### src/rtl/core/i2cbb_pkg.sv
// Types and constants of the I2C bit-level master.
// No dependencies.
package i2cbb_pkg;

	typedef enum logic [2:0] {
		OP_NONE    = 3'd0,
		OP_START   = 3'd1,
		OP_RESTART = 3'd2,
		OP_STOP    = 3'd3,
		OP_WRITE   = 3'd4,
		OP_READ    = 3'd5,
		OP_ACK     = 3'd6,
		OP_NACK    = 3'd7
	} op_t;

	typedef struct packed {
		logic sda_drv;
		logic sda_lvl;
		logic scl_drv;
		logic scl_lvl;
	} pins_t;

	typedef struct packed {
		pins_t      pins;
		logic [7:0] shift;
	} act_t;

	localparam logic [2:0] ACK_WAIT_PHASE = 3'd4;
	localparam logic [2:0] ACK_DONE_PHASE = 3'd5;
	localparam logic [2:0] READ_END_PHASE = 3'd4;
	localparam logic [3:0] BITS_PER_BYTE  = 4'd8;
	localparam logic [2:0] TOP_BIT        = 3'd7;

endpackage

### src/rtl/core/i2c_bit_bang_master.sv
// I2C bit-level master engine: top level with its phase sequencer.
// Depends on i2cbb_pkg.
//
// One request is one tick of the bus phase timer and yields exactly one result. A request
// is taken every clock while the result side drains; a request passes an input register
// and the sequencer logic into the result register, from which its result is offered.
// A full result register held by out_stall stalls the input side.
module i2c_bit_bang_master
	import i2cbb_pkg::*;
(
	input  logic       clk,
	input  logic       arst_n,
	input  logic       cfg_wr_en,
	input  logic [7:0] cfg_wr_data,
	input  logic       in_valid,
	output logic       in_stall,
	input  logic [2:0] operation,
	input  logic [7:0] write_data,
	input  logic       sda_in,
	output logic       out_valid,
	input  logic       out_stall,
	output logic       scl_level,
	output logic       scl_drive,
	output logic       sda_level,
	output logic       sda_drive,
	output logic       busy_res,
	output logic       done_res,
	output logic       ack_waiting,
	output logic [7:0] read_data
);

	logic       advance;
	logic       valid_s1;
	op_t        op_s1;
	logic [7:0] wdata_s1;
	logic       sda_s1;

	logic [7:0] phase_length_q;
	op_t        cmd_q, cmd_n;
	logic [2:0] phase_q, phase_n;
	logic [3:0] bits_q, bits_n;
	logic [7:0] tick_q, tick_n;
	logic [7:0] shift_q, shift_n;
	pins_t      pins_q, pins_n;
	logic [7:0] hold_q, hold_n;
	logic       done_n;
	logic [7:0] len;

	function automatic act_t do_action(op_t cmd, logic [2:0] p, logic [3:0] bc,
		logic [7:0] shift, pins_t pins, logic sda);
		act_t       r;
		logic [2:0] sh;
		r.pins  = pins;
		r.shift = shift;
		sh      = TOP_BIT - bc[2:0];
		case (cmd)
			OP_START: begin
				case (p)
					3'd0:    r.pins.sda_lvl = 1'b1;
					3'd1:    r.pins.scl_lvl = 1'b1;
					3'd2:    r.pins.sda_drv = 1'b1;
					3'd3:    r.pins.scl_drv = 1'b1;
					default: r.pins.sda_lvl = 1'b0;
				endcase
			end
			OP_RESTART, OP_STOP: begin
				case (p)
					3'd0:    r.pins.scl_lvl = 1'b0;
					3'd1:    r.pins.sda_lvl = (cmd == OP_RESTART);
					3'd2:    r.pins.scl_lvl = 1'b1;
					default: r.pins.sda_lvl = (cmd != OP_RESTART);
				endcase
			end
			OP_NACK: begin
				case (p)
					3'd0:    r.pins.scl_lvl = 1'b0;
					3'd1:    r.pins.sda_lvl = 1'b1;
					default: r.pins.scl_lvl = 1'b1;
				endcase
			end
			OP_WRITE: begin
				case (p)
					3'd0:    r.pins.scl_lvl = 1'b0;
					3'd1:    r.pins.sda_lvl = shift[sh];
					default: r.pins.scl_lvl = 1'b1;
				endcase
			end
			OP_READ: begin
				case (p)
					3'd0:    r.pins.sda_drv = 1'b0;
					3'd1:    r.pins.scl_lvl = 1'b0;
					3'd2:    r.pins.scl_lvl = 1'b1;
					3'd3:    r.shift[sh]    = sda;
					default: r.pins.sda_drv = 1'b1;
				endcase
			end
			OP_ACK: begin
				case (p)
					3'd0:    r.pins.scl_lvl = 1'b0;
					3'd1:    r.pins.sda_lvl = 1'b1;
					3'd2:    r.pins.sda_drv = 1'b0;
					3'd3:    r.pins.scl_lvl = 1'b1;
					3'd5:    r.pins.sda_drv = 1'b1;
					default: r.pins.sda_drv = pins.sda_drv;
				endcase
			end
			default: r.pins = pins;
		endcase
		return r;
	endfunction

	assign advance  = !(out_valid && out_stall);
	assign in_stall = !advance;
	assign len      = (phase_length_q == 8'd0) ? 8'd1 : phase_length_q;

	always_comb begin
		act_t a;
		logic enter;
		logic cont;
		cmd_n   = cmd_q;
		phase_n = phase_q;
		bits_n  = bits_q;
		tick_n  = tick_q;
		shift_n = shift_q;
		pins_n  = pins_q;
		hold_n  = hold_q;
		done_n  = 1'b0;
		enter   = 1'b0;
		cont    = 1'b0;
		a       = '0;
		if (cmd_q == OP_NONE) begin
			if (op_s1 != OP_NONE) begin
				cmd_n   = op_s1;
				phase_n = 3'd0;
				bits_n  = 4'd0;
				if (op_s1 == OP_WRITE) begin
					shift_n = wdata_s1;
				end
				enter = 1'b1;
			end
		end else if (cmd_q == OP_ACK && phase_q == ACK_WAIT_PHASE) begin
			if (!sda_s1) begin
				phase_n        = ACK_DONE_PHASE;
				tick_n         = 8'd0;
				pins_n.sda_drv = 1'b1;
			end
		end else if ({1'b0, tick_q} + 9'd1 >= {1'b0, len}) begin
			case (cmd_q)
				OP_WRITE: begin
					if (phase_q >= 3'd2) begin
						phase_n = 3'd0;
						bits_n  = bits_q + 4'd1;
						cont    = (bits_n < BITS_PER_BYTE);
					end else begin
						phase_n = phase_q + 3'd1;
						cont    = 1'b1;
					end
				end
				OP_READ: begin
					if (phase_q == 3'd3) begin
						bits_n  = bits_q + 4'd1;
						phase_n = (bits_n < BITS_PER_BYTE) ? 3'd1 : READ_END_PHASE;
						cont    = 1'b1;
					end else begin
						phase_n = phase_q + 3'd1;
						cont    = (phase_q < READ_END_PHASE);
					end
				end
				OP_START: begin
					phase_n = phase_q + 3'd1;
					cont    = (phase_q < 3'd4);
				end
				OP_RESTART, OP_STOP: begin
					phase_n = phase_q + 3'd1;
					cont    = (phase_q < 3'd3);
				end
				OP_NACK: begin
					phase_n = phase_q + 3'd1;
					cont    = (phase_q < 3'd2);
				end
				OP_ACK: begin
					phase_n = phase_q + 3'd1;
					cont    = (phase_q < ACK_DONE_PHASE);
				end
				default: cont = 1'b0;
			endcase
			if (cont) begin
				enter = 1'b1;
			end else begin
				if (cmd_q == OP_READ) begin
					hold_n = shift_q;
				end
				cmd_n   = OP_NONE;
				phase_n = 3'd0;
				bits_n  = 4'd0;
				tick_n  = 8'd0;
				done_n  = 1'b1;
			end
		end else begin
			tick_n = tick_q + 8'd1;
		end
		if (enter) begin
			tick_n  = 8'd0;
			a       = do_action(cmd_n, phase_n, bits_n, shift_n, pins_n, sda_s1);
			pins_n  = a.pins;
			shift_n = a.shift;
			if (cmd_n == OP_ACK && phase_n == ACK_WAIT_PHASE && !sda_s1) begin
				phase_n        = ACK_DONE_PHASE;
				pins_n.sda_drv = 1'b1;
			end
		end
	end

	always_ff @(posedge clk or negedge arst_n) begin
		if (!arst_n) begin
			phase_length_q <= 8'd1;
			valid_s1       <= 1'b0;
			out_valid      <= 1'b0;
			cmd_q          <= OP_NONE;
			phase_q        <= 3'd0;
			bits_q         <= 4'd0;
			tick_q         <= 8'd0;
			shift_q        <= 8'd0;
			pins_q         <= '0;
			hold_q         <= 8'd0;
		end else begin
			if (cfg_wr_en) begin
				phase_length_q <= cfg_wr_data;
			end
			if (advance) begin
				valid_s1  <= in_valid;
				out_valid <= valid_s1;
				if (valid_s1) begin
					cmd_q   <= cmd_n;
					phase_q <= phase_n;
					bits_q  <= bits_n;
					tick_q  <= tick_n;
					shift_q <= shift_n;
					pins_q  <= pins_n;
					hold_q  <= hold_n;
				end
			end
		end
	end

	always_ff @(posedge clk) begin
		if (advance) begin
			op_s1    <= op_t'(operation);
			wdata_s1 <= write_data;
			sda_s1   <= sda_in;
			if (valid_s1) begin
				scl_level   <= pins_n.scl_lvl;
				scl_drive   <= pins_n.scl_drv;
				sda_level   <= pins_n.sda_lvl;
				sda_drive   <= pins_n.sda_drv;
				busy_res    <= (cmd_n != OP_NONE);
				done_res    <= done_n;
				ack_waiting <= (cmd_n == OP_ACK && phase_n == ACK_WAIT_PHASE);
				read_data   <= hold_n;
			end
		end
	end

endmodule

### config.mk
export PLATFORM = sky130hd
export DESIGN_NAME = i2c_bit_bang_master
export DESIGN_NICKNAME = d
export VERILOG_FILES = /design/src/rtl/core/i2cbb_pkg.sv /design/src/rtl/core/i2c_bit_bang_master.sv
export SDC_FILE = /design/constraint.sdc
export NUM_CORES = 1
export LEC_CHECK = 0
export BUFFER_PORTS_ARGS = -buffer_cell sky130_fd_sc_hd__buf_2
export CORE_ASPECT_RATIO = 1.75
export CORE_MARGIN = 2
export CORE_UTILIZATION = 35
export CTS_CLUSTER_DIAMETER = 100
export DETAILED_ROUTE_END_ITERATION = 6
export HOLD_SLACK_MARGIN = 0.15
export PLACE_DENSITY = 0.56
export SYNTH_ARGS = -nofsm -noshare
export SYNTH_HDL_FRONTEND = slang
export SYNTH_SLANG_ARGS = --single-unit
### constraint.sdc
create_clock -name clk -period 3.7 [get_ports clk]
set_input_delay 0.74 -clock clk [delete_from_list [all_inputs] [get_ports clk]]
set_output_delay 0.74 -clock clk [all_outputs]
set_load 0.005 [all_outputs]
==> metrics.yaml, run 1 <==
tritoncts: "done"
place_congestion: 0.902
tightest_slew_ns: 0.577
critPathMaxStageDelay_ns: 0.54
fin_cells: 683
drc: 0
coreArea_um2: 12000
p_leak_nw: 2.14
numClockSinks: 75
wl_um: 11600
syn_area_um2: 4290
num_vias: 3676
synth_common_cells: "61 x nor2_1, 47 x dfrtp_1, 44 x nand2_1"
grt_first_pass_wirelength_um: 19000
vias_per_cell: 5.38
place.port_buffers: 41
multiInputGateArea_um2: 2190
p_clk_share_pct: 22.6
dpl.hpwl_um: 8550
p_switching_mw: 1.52
final-hold-violation-count: 0
swShare_pct: 40.8
ir_drop_uv: 366
r2r_slack_ns: 0.09
syn_inst: 444
worstPathArrival_ns: 3.83
first_pass_iters: 5
ios: 42
area_growth_pct: 21.8
nets: 551
synth.most_common_cell: "nor2_1"
reg2reg_depth: 13
drv_slew: 0
antenna_found_initial: 0
synth_edf_count: 27
grt_overflow: 0
cellPowerDensity_nw_per_um2: 713
fmax_mhz: 277
max_slew_margin_pct: 61.5
dieWidth_um: 87.7
clock_path_buffers: 2
r2r-end: "shift_q[2]"
rsz0062_at_grt: "true"
endpoint_kind: "flip-flop"
dp_cells: 659
numCtsBuffers: 9
slowest_stage: "or4b_4"
wl_per_cell_um: 17.0
detailedPlace.worstSlack_ns: -0.0150
fin_crit_ns: 3.61
seq_power_share_pct: 33.3
hold_path.class: "input port to asynchronous set/reset pin"
synth_area_leaders: "dfrtp_1 27%, edfxtp_1 19%, nor2_1 5.3%, nand2_1 3.8%, ha_1 3.8%"
drt_iter0_markers: 269
yosysTopAreaCellShare_pct: 27.4
num_rows: 53
worstPathMaxFanout: 6
ant_nets: 0
maxCapViolCount: 0
ys_seq_area_share_pct: 46.9
clk_latency_ns: 0.34
register_area_um2: 2020
syn-num-nets: 482
ys.flop_type: "dfrtp_1"
yosys.cell_types.count: 64
skew_ns: 0.00758
finalCritPeriodShare_pct: 97.5
first_global_vias: 3762
setup_violations: 0
antennaDiodeCount: 0
gr-usage-all-layers_pct: 18.8
path_cells: "and4_4 > nand4_1 > xnor2_1 > ha_1 > nand4_1 > nor2_2 > o31ai_4 > o2bb2ai_4 > or4b_4 > o211a_2 > or3_1 > o311a_1 > a221o_1"
initial_core_util_pct: 35.7
critPathRequiredTime_ns: 3.92
combPwrFrac_pct: 44.1
yosysTopAreaCell: "dfrtp_1"
grt_max_degree: 39
nFillCells: 1197
die_h_um: 150
root_buffer: "clkbuf_16"
cts-htree-levels: 3
crit_top_cell: "nand4_1"
fin_ws_ns: 0.0930
start_kind: "flip-flop"
yosys_register_bits: 75
r2r-start: "tick_q[4]"
internal_power_mw: 2.21
critPathKind: "flip-flop to flip-flop"
synth_area_per_cell_um2: 9.66
status: "completed"
utilization_pct: 43.6
synthArstFlopShare_pct: 64.0
drive_above_1_share_pct: 25.5
ys_warn_count: 0
clk_pin_slew_ns: 0.06
dieArea_um2: 13200
## final cells by class
class | instances | area share (%)
Multi-Input combinational cell | 333 | 41.9
Sequential cell | 75 | 38.6
Timing Repair Buffer | 76 | 8.95
Clock buffer | 9 | 4.31
Tap cell | 165 | 3.95
Inverter | 18 | 1.29
Clock inverter | 7 | 1.08
## power by group through the flow
stage / combinational (mW) / clock (mW) / sequential [mW]
finish: 1.64 / 0.841 / 1.24
floorplan: 1.08 / 0 / 1.18
global placement: 1.53 / 0 / 1.26
detailed placement: 1.54 / 0 / 1.26
CTS: 1.56 / 0.857 / 1.25
global route: 1.81 / 0.907 / 1.27
## flip-flops by register name (all words and copies together) (netlist names), 4 cells and up
name,cells
pins_q,4
phase_length_q,8
tick_q,8
hold_q,8
bits_q,4
shift_q,8
wdata_s1,8
read_data,8
## worst max-delay path by stage
stage / end / from / slack, ns / cells past startpoint
6_report: shift_q[2] / tick_q[4] / 0.09 / 13
5_1_grt: shift_q[2] / tick_q[4] / -0.04 / 13
4_1_cts: shift_q[2] / tick_q[2] / 0.02 / 13
3_5_place_dp: sda_level / tick_q[0] / -0.02 / 14
3_3_place_gp: sda_level / tick_q[0] / 0.04 / 13
2_1_floorplan: shift_q[2] / tick_q[0] / 0.27 / 13
## metrics by stage
stage	hold WS, ns	TNS, ns	area [um^2]	total power, mW
after global routing	0.434	-0.102	5230	3.99
final	0.395	0	5230	3.73
after global placement	0.454	0	4830	2.79
after CTS	0.409	0	5120	3.67
after floorplan	0.442	0	4290	2.26
after detailed placement	0.464	-0.0150	4830	2.80
## layer usage
layer	routed length, um	GRT usage (%)	vias up
met4	465	8.77	0
met3	387	3.45	31
met1	4460	20.7	1753
met2	6270	33.9	103
li1	-	-	1789
met5	0	0	-
## worst max-delay path, delay by kind of cell (launching register included)
kind                       cells  cell delay [ns]
and+or+nand+nor                6             1.55
AOI/OAI and AO/OA              5             1.05
DFF                            1             0.42
xor gates and xnor gates       1             0.17
adders and majority gates      1             0.30
## kinds of logic (layout without fill, tap and decap cells)
group / after synthesis / count (layout) / synth area share, %
multiplexers: 19 / 19 / 4.84
AND/OR/NAND/NOR: 169 / 169 / 18.5
XOR/XNOR: 7 / 7 / 1.43
flip-flops: 75 / 75 / 46.9
buffers and inverters: 36 / 110 / 3.30
AO/OA/AOI/OAI: 125 / 125 / 21.2
adder cells (fa/ha/maj): 13 / 13 / 3.79
## repair_timing
action / in CTS / in global routing
gates cloned: 0 / 0
endpoints found under the setup margin: 2 / 14
resized for setup: 2 / 13
buffers inserted: 0 / 8
pin swaps: 0 / 2
hold buffers: 0 / 0
## cell usage in the layout, fill, tap and decap left out, drive strengths merged, types with 14 or more instances in the layout
master | synthesis | layout
nand3 | 14 | 14
dfrtp | 47 | 47
inv | 18 | 22
o21ai | 31 | 31
nor2 | 61 | 61
buf | 8 | 76
edfxtp | 27 | 27
mux2 | 14 | 14
a21oi | 14 | 14
nand2 | 44 | 44
Power figures use the tool's default switching activity.
==> inputs of run 2 (changes only) <==
--- a/config.mk
+++ b/config.mk
@@ -8,11 +8,11 @@
 export BUFFER_PORTS_ARGS = -buffer_cell sky130_fd_sc_hd__buf_2
 export CORE_ASPECT_RATIO = 1.75
 export CORE_MARGIN = 2
-export CORE_UTILIZATION = 35
+export CORE_UTILIZATION = 38
 export CTS_CLUSTER_DIAMETER = 100
 export DETAILED_ROUTE_END_ITERATION = 6
 export HOLD_SLACK_MARGIN = 0.15
-export PLACE_DENSITY = 0.56
+export PLACE_DENSITY = 0.59
 export SYNTH_ARGS = -nofsm -noshare
 export SYNTH_HDL_FRONTEND = slang
 export SYNTH_SLANG_ARGS = --single-unit
==> run 2 against run 1 <==
Against the previous run: sequential share of layout area is 0.19 points higher; fmax is 0.18% higher; first-iteration DRC count is 15% lower; non-clock buffer count is 9 lower; total power is 1.8% higher; count of clock-buffer cells in the layout stayed put; sequential power hardly changed; clock power is 6.2% higher; core utilization is 3.6 points higher; global-route usage is 1.1 points higher; clock skew hardly changed; via count is 0.19% higher; critical path type unchanged; largest cell class unchanged; largest power group unchanged.
==> metrics.yaml, run 2 (synthesized netlist as in run 1, its figures left out) <==
fmax_mhz: 278  # was 277 MHz
gr-usage-all-layers_pct: 19.9  # was 18.8%
tightest_slew_ns: 0.992  # was 0.577 ns
ant_nets: 0  # unchanged
vias_per_cell: 5.75  # was 5.38
num_vias: 3683  # was 3676
r2r-start: "tick_q[3]"  # was tick_q[4]
fin_crit_ns: 3.60  # was 3.61 ns
start_kind: "flip-flop"  # unchanged
place.port_buffers: 41  # unchanged
ios: 42  # unchanged
antenna_found_initial: 0  # unchanged
utilization_pct: 47.1  # was 43.6%
clk_latency_ns: 0.34  # about the same
final_common_cell: "nor2_1"  # unchanged
reg2reg_depth: 13  # unchanged
place_congestion: 0.902  # about the same
root_buffer: "clkbuf_16"  # unchanged
finalCritPeriodShare_pct: 97.3  # was 97.5%
fin_area_um2: 5200  # was 5230 um^2
critPathKind: "flip-flop to flip-flop"  # unchanged
cts-htree-levels: 3  # unchanged
grt_max_degree: 41  # was 39
drt_iter0_markers: 229  # was 269
first_pass_iters: 5  # unchanged
maxCapViolCount: 0  # unchanged
wl_per_cell_um: 18.1  # was 17.0 um
nets: 542  # was 551
r2r_slack_ns: 0.1  # was 0.09 ns
dpl_cell_area_um2: 4770  # was 4830 um^2
numCtsBuffers: 9  # unchanged
drive_above_1_share_pct: 25.3  # was 25.5%
p_leak_nw: 2.11  # was 2.14 nW
tritoncts: "done"  # unchanged
hold_path.class: "flip-flop to flip-flop"  # was input port to asynchronous set/reset pin
die_h_um: 145  # was 150 um
skew_ns: 0.00782  # was 0.00758 ns
grt_first_pass_wirelength_um: 18700  # was 19000 um
dieArea_um2: 12200  # was 13200 um^2
worstPathMaxFanout: 6  # unchanged
dpl.hpwl_um: 8430  # was 8550 um
cellPowerDensity_nw_per_um2: 729  # was 713 nW/um^2
final-hold-violation-count: 0  # unchanged
endpoint_kind: "flip-flop"  # unchanged
hold_end: "hold_q[3]"
nFillCells: 1045  # was 1197
clock_path_buffers: 2  # unchanged
critPathRequiredTime_ns: 3.93  # was 3.92 ns
antennaDiodeCount: 0  # unchanged
numClockSinks: 75  # unchanged
r2r-end: "shift_q[2]"  # unchanged
area_growth_pct: 21.3  # was 21.8%
num_rows: 51  # was 53
ir_drop_uv: 334  # was 366 uV
drc: 0  # unchanged
startpoint: "tick_q[3]"  # was tick_q[4]
clk_pin_slew_ns: 0.06  # about the same
hp-start: "hold_q[3]"
max_slew_margin_pct: 33.8  # was 61.5%
initial_core_util_pct: 38.9  # was 35.7%
first_global_vias: 3781  # was 3762
setup_violations: 0  # unchanged
cts_hold_buffers: 0  # unchanged
grt_overflow: 0  # unchanged
coreArea_um2: 11000  # was 12000 um^2
final_cell_mix: "58 x nor2_1, 44 x dfrtp_1, 43 x nand2_1"  # was 60 x nor2_1, 45 x dfrtp_1, 43 x nand2_1
holdPathStages: 2
status: "completed"  # unchanged
worstPathArrival_ns: 3.83  # about the same
wl_um: 11600  # about the same
dieWidth_um: 84.3  # was 87.7 um
drv_slew: 0  # unchanged
-- run 2: cell count changes in the layout (fill, tap and decap cells not counted), sizes merged --
cell      before  now
buf           76   67
bufinv         0    1
clkinv         2    1
clkinvlp       1    3
inv           22   20
-- run 2: cell type report --
| type | instances | area [um^2] | share of cell area (%) |
|---|---|---|---|
| Sequential cell | 75 | 2020 | 38.7 |
| Clock buffer | 9 | 225 | 4.33 |
| Timing Repair Buffer | 67 | 417 | 8.00 |
| Tap cell | 132 | 165 | 3.17 |
| Multi-Input combinational cell | 333 | 2240 | 43.0 |
| Clock inverter | 7 | 73.8 | 1.42 |
| Inverter | 18 | 67.6 | 1.30 |
-- run 2: per-stage QoR --
stage                     setup WS, ns  hold WS [ns]  setup TNS (ns)  std cells  power [mW]
final                           0.0995         0.485               0        641        3.80
after global routing           -0.0463         0.510          -0.192        641        4.04
after CTS                       0.0189         0.482               0        638        3.71
after detailed placement        0.0280         0.462               0        622        2.80
after global placement           0.103         0.453               0        622        2.79
after floorplan                  0.269         0.442               0        444        2.26
-- run 2: worst max-delay path by stage --
stage	slack, ns	endpoint
floorplan	0.27	shift_q[2]
global placement	0.10	sda_level
detailed placement	0.03	shift_q[2]
CTS	0.02	shift_q[0]
global route	-0.05	shift_q[2]
finish	0.1	shift_q[2]
-- run 2: metal layers --
layer  share of wire, %  global-route usage (%)  up-vias
met4                4.3                    12.0        0
met3                4.3                    2.57       34
met5                  0                       0        -
met2                 54                    37.3      129
li1                   -                       -     1771
met1                 38                    20.8     1749
-- run 2: where the power goes --
group | internal, mW | switching [mW] | leakage, nW | total, mW
combinational | 0.679 | 0.952 | 1.14 | 1.63
clock | 0.524 | 0.368 | 0.136 | 0.893
sequential | 1.06 | 0.209 | 0.834 | 1.27
total | 2.27 | 1.53 | 2.11 | 3.80
-- run 2: worst max-delay path: stages (launching register included) --
cell and delay (ns):
dfrtp_1 0.41, and4_4 0.25, nand4_1 0.11, xnor2_1 0.17
ha_1 0.30, nand4_1 0.11, nor2_2 0.15, o31ai_4 0.13
o2bb2ai_4 0.19, or4b_4 0.52, o211a_4 0.17, or3_4 0.39
o311a_1 0.33, a221o_1 0.25
-- run 2: timing repair --
item	4_1_cts	5_1_grt
pin swaps	0	6
gates resized for setup	1	26
setup buffers	0	3
endpoints found under the setup margin	2	14
